$ cat src/tmrtbl_pkg.sv
// ----------------------------------------------------------------------------
// Timer table package
// Sizes, field widths and codes shared by the timer table logic.
// ----------------------------------------------------------------------------
package tmrtbl_pkg;

  // table geometry
  localparam int unsigned SLOTS       = 16;
  localparam int unsigned MAX_RESULTS = 16;
  localparam int unsigned IDX_W       = (SLOTS > 1) ? $clog2(SLOTS) : 1;
  localparam int unsigned CNT_W       = $clog2(SLOTS + 1);
  localparam int unsigned RES_W       = $clog2(MAX_RESULTS + 1);

  // field widths
  localparam int unsigned MODE_W   = 2;
  localparam int unsigned KIND_W   = 2;
  localparam int unsigned ELAPSE_W = 16;
  localparam int unsigned SCALE_W  = 16;
  localparam int unsigned TIME_W   = 32;
  localparam int unsigned HANDLE_W = 16;
  localparam int unsigned FLAG_W   = 2;
  localparam int unsigned FRAC_W   = 8;   // Q8.8 scale

  // configuration port
  localparam int unsigned ADDR_W      = 3;
  localparam int unsigned DATA_W      = 32;
  localparam logic [SCALE_W-1:0] SCALE_RESET = 16'd256;  // 1.0

  // entry flag bits
  localparam int unsigned FLAG_REPEAT_BIT = 0;
  localparam int unsigned FLAG_FIRED_BIT  = 1;

  // input word operation
  typedef enum logic [MODE_W-1:0] {
    MODE_TICK    = 2'd0,
    MODE_ONESHOT = 2'd1,
    MODE_REPEAT  = 2'd2
  } mode_e;

  // result word kind
  typedef enum logic [KIND_W-1:0] {
    KIND_QUIET = 2'd0,
    KIND_FIRED = 2'd1,
    KIND_ADDED = 2'd2,
    KIND_FULL  = 2'd3
  } kind_e;

endpackage

$ cat src/delayed_and_repeating_timer_table.sv
// ----------------------------------------------------------------------------
// Delayed and repeating timer table
// Packed table of one-shot and periodic timers, advanced by scaled ticks.
// ----------------------------------------------------------------------------
// An add word (one-shot or repeating) or an unused mode code keeps busy low,
// and its single result word appears on the cycle after start. A tick word
// holds busy high through a scaling step, in which the shared 16x16 multiply
// scales elapsed time, a walk over every table entry through a single
// saturating adder and comparator, which also closes up the table in place,
// and a closing step. Fired handles leave in table order, one word per cycle
// at most, and the final word carries last. Result words are shown for one
// cycle only and cannot be held off.
module delayed_and_repeating_timer_table (
  input  logic                             clk_i,
  input  logic                             rst_ni,
  // command side
  input  logic                             start,
  output logic                             busy,
  input  logic [tmrtbl_pkg::MODE_W-1:0]    mode_i,
  input  logic [tmrtbl_pkg::ELAPSE_W-1:0]  elapsed_ms_i,
  input  logic [tmrtbl_pkg::TIME_W-1:0]    first_delay_ms_i,
  input  logic [tmrtbl_pkg::TIME_W-1:0]    period_ms_i,
  input  logic [tmrtbl_pkg::HANDLE_W-1:0]  handle_i,
  // result side
  output logic                             valid_o,
  output logic [tmrtbl_pkg::KIND_W-1:0]    kind_o,
  output logic [tmrtbl_pkg::HANDLE_W-1:0]  fired_handle_o,
  output logic [tmrtbl_pkg::TIME_W-1:0]    scaled_delta_o,
  output logic                             last_o,
  // configuration port
  input  logic                             psel,
  input  logic                             penable,
  input  logic                             pwrite,
  input  logic [tmrtbl_pkg::ADDR_W-1:0]    paddr,
  input  logic [tmrtbl_pkg::DATA_W-1:0]    pwdata,
  output logic [tmrtbl_pkg::DATA_W-1:0]    prdata,
  output logic                             pready
);
  import tmrtbl_pkg::*;

  typedef enum logic [1:0] {
    ST_IDLE,
    ST_SCALE,
    ST_WALK
  } state_e;

  // entry storage
  logic [TIME_W-1:0]   waited_mem [SLOTS];
  logic [TIME_W-1:0]   first_mem  [SLOTS];
  logic [TIME_W-1:0]   period_mem [SLOTS];
  logic [HANDLE_W-1:0] handle_mem [SLOTS];
  logic [FLAG_W-1:0]   flags_mem  [SLOTS];

  // control and payload registers
  state_e               state_q;
  logic [SCALE_W-1:0]   scale_q;
  logic [CNT_W-1:0]     count_q;
  logic [CNT_W-1:0]     rd_q;
  logic [CNT_W-1:0]     wr_q;
  logic [RES_W-1:0]     nres_q;
  logic [ELAPSE_W-1:0]  elapsed_q;
  logic [TIME_W-1:0]    delta_q;
  logic                 pend_q;
  logic [HANDLE_W-1:0]  pend_handle_q;
  logic                 valid_q;
  kind_e                kind_q;
  logic [HANDLE_W-1:0]  fired_handle_q;
  logic [TIME_W-1:0]    scaled_delta_q;
  logic                 last_q;

  // handshakes
  logic accept;
  logic cfg_wr;
  logic cfg_hit;
  assign accept  = start && (state_q == ST_IDLE);
  assign cfg_hit = (paddr[ADDR_W-1] == 1'b0);
  assign cfg_wr  = psel && penable && pwrite && cfg_hit;

  assign busy   = (state_q != ST_IDLE);
  assign pready = 1'b1;
  assign prdata = cfg_hit ? {{(DATA_W-SCALE_W){1'b0}}, scale_q} : '0;

  assign valid_o        = valid_q;
  assign kind_o         = kind_q;
  assign fired_handle_o = fired_handle_q;
  assign scaled_delta_o = scaled_delta_q;
  assign last_o         = last_q;

  // shared multiplier: elapsed time by Q8.8 scale, fits after the shift
  logic [ELAPSE_W+SCALE_W-1:0] prod;
  assign prod = elapsed_q * scale_q;

  // current entry through the shared adder and comparator
  logic [IDX_W-1:0]    rd_idx;
  logic [IDX_W-1:0]    wr_idx;
  logic [IDX_W-1:0]    add_idx;
  logic [TIME_W:0]     sum;
  logic [TIME_W-1:0]   w_sat;
  logic [TIME_W-1:0]   thr;
  logic [FLAG_W-1:0]   rd_flags;
  logic                fire;
  logic                keep;
  logic                walk_end;

  assign rd_idx   = rd_q[IDX_W-1:0];
  assign wr_idx   = wr_q[IDX_W-1:0];
  assign add_idx  = count_q[IDX_W-1:0];
  assign walk_end = (rd_q == count_q);
  assign rd_flags = flags_mem[rd_idx];
  assign sum      = {1'b0, waited_mem[rd_idx]} + {1'b0, delta_q};
  assign w_sat    = sum[TIME_W] ? {TIME_W{1'b1}} : sum[TIME_W-1:0];
  assign thr      = rd_flags[FLAG_FIRED_BIT] ? period_mem[rd_idx] : first_mem[rd_idx];
  assign fire     = (w_sat >= thr);
  assign keep     = !fire || rd_flags[FLAG_REPEAT_BIT];

  // table write port: new entry on add, compaction during the walk
  logic                tbl_we;
  logic [IDX_W-1:0]    tbl_addr;
  logic [TIME_W-1:0]   tbl_waited;
  logic [TIME_W-1:0]   tbl_first;
  logic [TIME_W-1:0]   tbl_period;
  logic [HANDLE_W-1:0] tbl_handle;
  logic [FLAG_W-1:0]   tbl_flags;
  logic                add_ok;

  assign add_ok = (count_q < CNT_W'(SLOTS));

  always_comb begin
    tbl_we     = 1'b0;
    tbl_addr   = wr_idx;
    tbl_waited = fire ? '0 : w_sat;
    tbl_first  = first_mem[rd_idx];
    tbl_period = period_mem[rd_idx];
    tbl_handle = handle_mem[rd_idx];
    tbl_flags  = rd_flags;
    if (fire) begin
      tbl_flags[FLAG_FIRED_BIT] = 1'b1;
    end
    if (accept && add_ok &&
        (mode_i == MODE_ONESHOT || mode_i == MODE_REPEAT)) begin
      tbl_we     = 1'b1;
      tbl_addr   = add_idx;
      tbl_waited = '0;
      tbl_first  = first_delay_ms_i;
      tbl_period = period_ms_i;
      tbl_handle = handle_i;
      tbl_flags  = '0;
      tbl_flags[FLAG_REPEAT_BIT] = (mode_i == MODE_REPEAT);
    end else if (state_q == ST_WALK && !walk_end && keep) begin
      tbl_we = 1'b1;
    end
  end

  always_ff @(posedge clk_i) begin
    if (tbl_we) begin
      waited_mem[tbl_addr] <= tbl_waited;
      first_mem[tbl_addr]  <= tbl_first;
      period_mem[tbl_addr] <= tbl_period;
      handle_mem[tbl_addr] <= tbl_handle;
      flags_mem[tbl_addr]  <= tbl_flags;
    end
  end

  // sequencer, configuration register and result word
  always_ff @(posedge clk_i or negedge rst_ni) begin
    if (!rst_ni) begin
      state_q        <= ST_IDLE;
      scale_q        <= SCALE_RESET;
      count_q        <= '0;
      rd_q           <= '0;
      wr_q           <= '0;
      nres_q         <= '0;
      elapsed_q      <= '0;
      delta_q        <= '0;
      pend_q         <= 1'b0;
      pend_handle_q  <= '0;
      valid_q        <= 1'b0;
      kind_q         <= KIND_QUIET;
      fired_handle_q <= '0;
      scaled_delta_q <= '0;
      last_q         <= 1'b0;
    end else begin
      valid_q <= 1'b0;
      if (cfg_wr) begin
        scale_q <= pwdata[SCALE_W-1:0];
      end
      case (state_q)
        ST_IDLE: begin
          if (accept) begin
            case (mode_i)
              MODE_TICK: begin
                elapsed_q <= elapsed_ms_i;
                state_q   <= ST_SCALE;
              end
              MODE_ONESHOT, MODE_REPEAT: begin
                valid_q        <= 1'b1;
                kind_q         <= add_ok ? KIND_ADDED : KIND_FULL;
                fired_handle_q <= '0;
                scaled_delta_q <= '0;
                last_q         <= 1'b1;
                if (add_ok) begin
                  count_q <= count_q + 1'b1;
                end
              end
              default: begin
                // unused code: one quiet word, nothing else changes
                valid_q        <= 1'b1;
                kind_q         <= KIND_QUIET;
                fired_handle_q <= '0;
                scaled_delta_q <= '0;
                last_q         <= 1'b1;
              end
            endcase
          end
        end
        ST_SCALE: begin
          delta_q <= TIME_W'(prod >> FRAC_W);
          rd_q    <= '0;
          wr_q    <= '0;
          nres_q  <= '0;
          pend_q  <= 1'b0;
          state_q <= ST_WALK;
        end
        ST_WALK: begin
          if (walk_end) begin
            // closing word: held-back handle, or quiet tick
            valid_q        <= 1'b1;
            kind_q         <= pend_q ? KIND_FIRED : KIND_QUIET;
            fired_handle_q <= pend_q ? pend_handle_q : '0;
            scaled_delta_q <= delta_q;
            last_q         <= 1'b1;
            count_q        <= wr_q;
            state_q        <= ST_IDLE;
          end else begin
            rd_q <= rd_q + 1'b1;
            if (keep) begin
              wr_q <= wr_q + 1'b1;
            end
            // one handle is held back so that the final word can carry last
            if (fire && nres_q < RES_W'(MAX_RESULTS)) begin
              if (pend_q) begin
                valid_q        <= 1'b1;
                kind_q         <= KIND_FIRED;
                fired_handle_q <= pend_handle_q;
                scaled_delta_q <= delta_q;
                last_q         <= 1'b0;
              end
              pend_q        <= 1'b1;
              pend_handle_q <= handle_mem[rd_idx];
              nres_q        <= nres_q + 1'b1;
            end
          end
        end
        default: begin
          state_q <= ST_IDLE;
        end
      endcase
    end
  end

endmodule

$ cat config.mk
export PLATFORM = sky130hd
export DESIGN_NAME = delayed_and_repeating_timer_table
export DESIGN_NICKNAME = d
export VERILOG_FILES = /design/src/tmrtbl_pkg.sv /design/src/delayed_and_repeating_timer_table.sv
export SDC_FILE = /design/constraint.sdc
export NUM_CORES = 2
export LEC_CHECK = 0
export ABC_CLOCK_PERIOD_IN_PS = 19300
export BUFFER_PORTS_ARGS = -buffer_cell sky130_fd_sc_hd__clkbuf_2
export CORE_ASPECT_RATIO = 2
export CORE_MARGIN = 2
export CORE_UTILIZATION = 60
export DETAILED_ROUTE_END_ITERATION = 12
export PLACE_DENSITY = 0.84
export SKIP_LAST_GASP = 1
export SLEW_MARGIN = 30
export SYNTH_ARGS = -nofsm -noshare
export SYNTH_HDL_FRONTEND = slang
export SYNTH_SLANG_ARGS = --single-unit
export TNS_END_PERCENT = 1
$ cat constraint.sdc
create_clock -name clk_i -period 19.3 [get_ports clk_i]
set_clock_uncertainty 0.15 [all_clocks]
set_input_delay 0.965 -clock clk_i [delete_from_list [all_inputs] [get_ports clk_i]]
set_output_delay 0.965 -clock clk_i [all_outputs]
set_load 0.01 [all_outputs]
# Yosys cells after proc, flatten, opt, wreduce, memory -nomap -nowiden
# Memory sizes are Yosys's and may differ from the RTL's.
# Cells that the tools add are included.
# totals
reg_bits	147
ramBits	1824
inputBits	139
out_inout_bits	86
elab_cells	142
mem_count	5
# mem_list
name	depth	word_bits	read_ports	rd_ports_with_merged_regs	write_ports	line_no	source
first_mem	16	32	1	0	1	delayed_and_repeating_timer_table.sv:49	logic [TIME_W-1:0] first_mem [SLOTS];
period_mem	16	32	1	0	1	delayed_and_repeating_timer_table.sv:50	logic [TIME_W-1:0] period_mem [SLOTS];
waited_mem	16	32	1	0	1	delayed_and_repeating_timer_table.sv:48	logic [TIME_W-1:0] waited_mem [SLOTS];
handle_mem	16	16	1	0	1	delayed_and_repeating_timer_table.sv:51	logic [HANDLE_W-1:0] handle_mem [SLOTS];
flags_mem	16	2	1	0	1	delayed_and_repeating_timer_table.sv:52	logic [FLAG_W-1:0] flags_mem [SLOTS];
# classes
add_sub_neg	5
multipliers	1
n_lt_le_gt_ge	3
eq_ne	16
muxes	68
bitwise_logic	2
n_reduce_logical	27
# ops
cell	n
32-bit 2-to-1 mux	11
16-bit 2-to-1 mux	8
32-bit case mux with 2 select lines	1
5-bit 2-to-1 mux	9
5-bit case mux with 2 select lines	4
32-bit by 24-bit adder with 33-bit output	1
32-bit greater-or-equal comparator	1
16-bit by 16-bit multiplier with 32-bit output	1
16-bit case mux with 2 select lines	1
5-bit by 1-bit adder with 5-bit output, second input constant	4
1-bit 2-to-1 mux	19
2-bit 2-to-1 mux	8
3-bit AND reduction	5
2-bit != test, second input constant	6
5-bit less-than comparator, second input constant	2
5-bit AND reduction	2
1-bit logical AND	9
2-bit case mux with 2 select lines	2
2-bit by 1-bit != test with 1-bit output, second input constant	3
1-bit case mux with 2 select lines	3
2-bit case mux with 3 select lines	1
2-bit nonzero test	3
5-bit equality test	1
2-bit by 1-bit equality test with 1-bit output, second input constant	2
10 further kinds	15

# Depth between registers and ports, before layout
# An unclocked memory read counts as a cell.
# logic_depth
depth_word	11
mapped_depth	34
mapped_depth_nobuf	24

# Worst setup path before layout
# No wires, ideal clock.
# synth_timing
path_type	reg2reg
start	register rd_q[0]
end	memory first_mem[13][0], enable pin
setup_time_ps	755
t_arrival_ps	14979
required_ps	18395
setup_slack_ps	3416
stages_incl_launch_ff	32
path_buffers	10
period_less_slack_ps	15884
cell_sequence	dfrtp_1 buf_6 buf_12 buf_6 buf_4 buf_4 buf_2 buf_2 buf_2 mux4_2 a22oi_1 nand2_1 ha_1 clkbuf_1 and3_1 clkbuf_1 a221o_1 a2111oi_0 nor3_1 a21oi_1 a21oi_1 xnor2_1 nand2_1 ha_1 a21o_1 a21o_1 a221oi_1 o31a_1 nand2_1 a211oi_1 nor3_1 o31ai_1
# synth_between
elab_chain_len	11
elab_cells_between_ends	18
cone_classes	add/sub (1); order compare (1); eq/ne (1); mux (6); reduce/logical (5); memory (4)
# synth_lines
item	line_no	source
start, declared	delayed_and_repeating_timer_table.sv:58	logic [CNT_W-1:0] rd_q;
start signal, assigned	delayed_and_repeating_timer_table.sv:235	rd_q <= rd_q + 1'b1;
memory 16 x 32 bit	-	
32-bit by 24-bit adder with 33-bit output	delayed_and_repeating_timer_table.sv:110	assign sum = {1'b0, waited_mem[rd_idx]} + {1'b0, delta_q};
32-bit 2-to-1 mux	delayed_and_repeating_timer_table.sv:111	assign w_sat = sum[TIME_W] ? {TIME_W{1'b1}} : sum[TIME_W-1:0];
32-bit greater-or-equal comparator	delayed_and_repeating_timer_table.sv:113	assign fire = (w_sat >= thr);
1-bit zero test	delayed_and_repeating_timer_table.sv:114	assign keep = !fire || rd_flags[FLAG_REPEAT_BIT];
1-bit logical OR	delayed_and_repeating_timer_table.sv:114	
1-bit logical AND (*)	delayed_and_repeating_timer_table.sv:149	end else if (state_q == ST_WALK && !walk_end && keep) begin
1-bit 2-to-1 mux (*)	delayed_and_repeating_timer_table.sv:149	
1-bit 2-to-1 mux (*)	delayed_and_repeating_timer_table.sv:139	if (accept && add_ok &&
1-bit 2-to-1 mux (*)	delayed_and_repeating_timer_table.sv:155	if (tbl_we) begin
1-bit 2-to-1 mux (not written as such) (*)	delayed_and_repeating_timer_table.sv:157	first_mem[tbl_addr] <= tbl_first;
end, declared	delayed_and_repeating_timer_table.sv:49	
# Every way passes the cells marked *; elsewhere a longest branch is shown, timed or not.

# Final worst setup path
# layout_timing
start	register rd_q[1]
end	memory period_mem[3][21], enable pin
# layout_between
elab_chain_len	11
elab_cells_between_ends	18
cone_classes	add/sub (1); order compare (1); eq/ne (1); mux (6); reduce/logical (5); memory (4)
# layout_lines
item	line_no	source
memory 16 x 32 bit	-	
32-bit by 24-bit adder with 33-bit output	delayed_and_repeating_timer_table.sv:110	
32-bit 2-to-1 mux	delayed_and_repeating_timer_table.sv:111	
32-bit greater-or-equal comparator	delayed_and_repeating_timer_table.sv:113	
1-bit zero test	delayed_and_repeating_timer_table.sv:114	
1-bit logical OR	delayed_and_repeating_timer_table.sv:114	
1-bit logical AND (*)	delayed_and_repeating_timer_table.sv:149	
1-bit 2-to-1 mux (*)	delayed_and_repeating_timer_table.sv:149	
1-bit 2-to-1 mux (*)	delayed_and_repeating_timer_table.sv:139	
1-bit 2-to-1 mux (*)	delayed_and_repeating_timer_table.sv:155	
1-bit 2-to-1 mux (not written as such) (*)	delayed_and_repeating_timer_table.sv:158	period_mem[tbl_addr] <= tbl_period;
end, declared	delayed_and_repeating_timer_table.sv:50	
# Marks and branches as above.

==> results_dict.tcl <==
set metrics [dict create \
    fillers 9005 \
    setup_viol 0 \
    yosysWarnings 0 \
    fp-row-count 197 \
    gp_congestion 0.877 \
    numCtsBuffers 166 \
    vias_per_cell 6.87 \
    die-area_sq_mm 0.148 \
    num_io_pins 225 \
    grt.total_usage_pct 30.6 \
    area_delta_synth_final_pct 10.2 \
    dr.pass1.iters 8 \
    ys_seq_elements 1963 \
    num_vias 51100 \
    clkTransAtPathRegs_ps 70 \
    synth_edf_count 1824 \
    synthFlopType "edfxtp_1" \
    critPathArrivalTime_ps 12040 \
    ctsResizeCount 0 \
    tritoncts "yes" \
    grt_max_degree 133 \
    numClockSinks 1963 \
    grt_pass1_wl_microns 332000 \
    holdBufCountCts 0 \
    maxSlewViolCount 0 \
    crit_path_end_kind "register" \
    grt_pass1_vias 52700 \
    min_path_type "in2async" \
    synth_top_area_share_pct 62.9 \
    die_w_microns 273 \
    h-tree-depth 4 \
    antenna_found_initial 8 \
    cts_setup_buffers 0 \
    path_class "reg2reg" \
    netlist_instances 5286 \
    cp.required_ps 19540 \
    netlist_area_sq_mm 0.0871 \
    final-hold-violation-count 0 \
    ys_types 73 \
    drt_wl_total_microns 228000 \
    wl_per_cell_microns 30.7 \
    die_y_microns 543 \
    cp-start-kind "register" \
    maxSlewHeadroom_pct 24.9 \
    syn_area_per_cell_sq_um 16.5 \
    rsz0062_at_grt "no" \
    cts_buffer_depth 4 \
    synth.most_common_cell "edfxtp_1" \
    ant_nets 0 \
    min_period_over_period_pct 61.2 \
    nets 5924 \
    port_buffers 181 \
    drtIter0Drc 6413 \
    drcViolationCount 0 \
    status "finished clean" \
    cap_violations 0 \
    coreArea_sq_mm 0.144 \
    ys_top_cells_by_count "1,824 x edfxtp_1, 453 x mux2i_1, 355 x nand2_1" \
    ys_top_cells_by_area "edfxtp_1 63%, mux4_2 6.4%, mux2i_1 5.2%" \
    synth_top_area_cell "edfxtp_1" \
    floorplan.initialDensity_pct 60.4 \
    worstMarginPinSlew_ps 1130 \
    async_flop_share_pct 7.08 \
    setup_tns_ps 0 \
    min_period_ps 11800 \
    synth_seq_area_share_pct 66.9 \
    worstSkewPairLatency_ps 820 \
    root_buffer "clkbuf_16" \
    cp_max_fo 105 \
    layout-drive-gt1-share_pct 16.7 \
    grt_overflow 0 \
    max_freq_mhz 84.7 \
    hpwl_microns 124000 \
]
[critical path, stage by stage (launching register included)]
cell and delay, ps:
dfrtp_4 970, buf_12 520, and2_4 700, buf_4 600, a221oi_1 240, a22oi_1 240
nand2_1 80, ha_1 250, fa_1 470, a211oi_1 300, o211ai_1 170, and3_1 240
o2111ai_1 460, a211oi_1 290, o21ai_4 490, buf_4 520, nand2b_1 170, ha_1 320
a21o_1 170, a21oi_1 130, o211ai_1 180, a221oi_1 880, o211ai_1 260, o31ai_1 480
and2_4 930, buf_4 860
[final timing paths]
kind                            cells past startpoint  slack [ps]               from                 to
worst min register to register                      1         360  pend_handle_q[10]  pend_handle_q[10]
worst max register to register                     25        7500            rd_q[1]  period_mem[3][21]
worst max-delay path                               25        7500            rd_q[1]  period_mem[3][21]
max in group asynchronous                           2       17620             rst_ni            rd_q[1]
worst min-delay path                                1          70             rst_ni      elapsed_q[13]
min in group clk_i                                  2         210   elapsed_ms_i[12]      elapsed_q[12]
[cell usage in the layout, fill, tap and decap left out, drive strengths merged, types with 6 or more instances in the layout]
master	n
o31ai	18
a21oi	80
conb	25
nor2b	22
a31o	31
clkinv	63
o21ai	164
a21o	26
nand2	355
a22o	24
a22oi	107
a31oi	98
clkbuf	368
o211ai	15
and3	13
and2	113
mux2	56
mux4	249
inv	276
o21a	12
or2	8
a211oi	10
nand2b	12
nand4	6
bufinv	19
nor2	166
xor2	17
fa	194
nand3	19
a221oi	217
ha	163
mux2i	453
nor3	20
xnor2	28
edfxtp	1824
dfrtp	138
o21bai	7
buf	81
[per-stage QoR]
| stage | utilization, % | hold slack, ps | worst slack [ps] | area, sq um | std cells |
|---|---|---|---|---|---|
| final | 66.6 | 71.0 | 7500 | 96000 | 7439 |
| after global routing | 66.6 | 134 | 7030 | 96000 | 7436 |
| after CTS | 66.1 | 86.3 | 7550 | 95300 | 7429 |
| after detailed placement | 62.4 | 349 | 7680 | 90000 | 7144 |
| after global placement | 62.4 | 322 | 7760 | 89900 | 7140 |
| after floorplan | - | 295 | 3420 | 87200 | 5309 |
[sequential cells by signal, summed over array words and instances, names as in the netlist, 16 cells and up]
name and count:
waited_mem 512, scale_q 16, elapsed_q 16, fired_handle_o 16
flags_mem 32, pend_handle_q 16, delta_q 24, scaled_delta_o 24
first_mem 512, handle_mem 256, period_mem 512
[logic make-up (layout without fill, tap and decap cells)]
group,count (synthesis),after routing,share of synthesized area (%)
muxes,758,758,12.4
buffers and inverters,576,812,2.84
adders and majority gates,357,357,6.80
and+or+nand+nor,747,747,3.85
DFF,1963,1963,66.9
AOI/OAI and AO/OA,838,838,6.83
other,2,29,0.00862
xor gates and xnor gates,45,45,0.452
[per-layer routing]
metal / global-route usage (%) / vias to the layer above / part of all wire (%)
li1: - / 20800 / -
met1: 35.7 / 25800 / 32
met2: 52.6 / 3692 / 51
met3: 4.67 / 836 / 9.9
met4: 19.5 / 4 / 6.9
met5: 0 / - / 0.012
[layout make-up]
type	instances	area, sq um	share of cell area, %
diodes	4	10.0	0.0104
clock buffers	188	4270	4.44
clock inverters	97	981	1.02
inverters	266	1000	1.04
multi-input cells	2770	27300	28.4
flip-flops and latches	1963	58300	60.7
well taps	1890	2360	2.46
repair buffers	261	1840	1.92
Power is left out: the tool's default activity adds up to more than one toggle a clock period on the data nets, which glitch-free logic cannot reach.
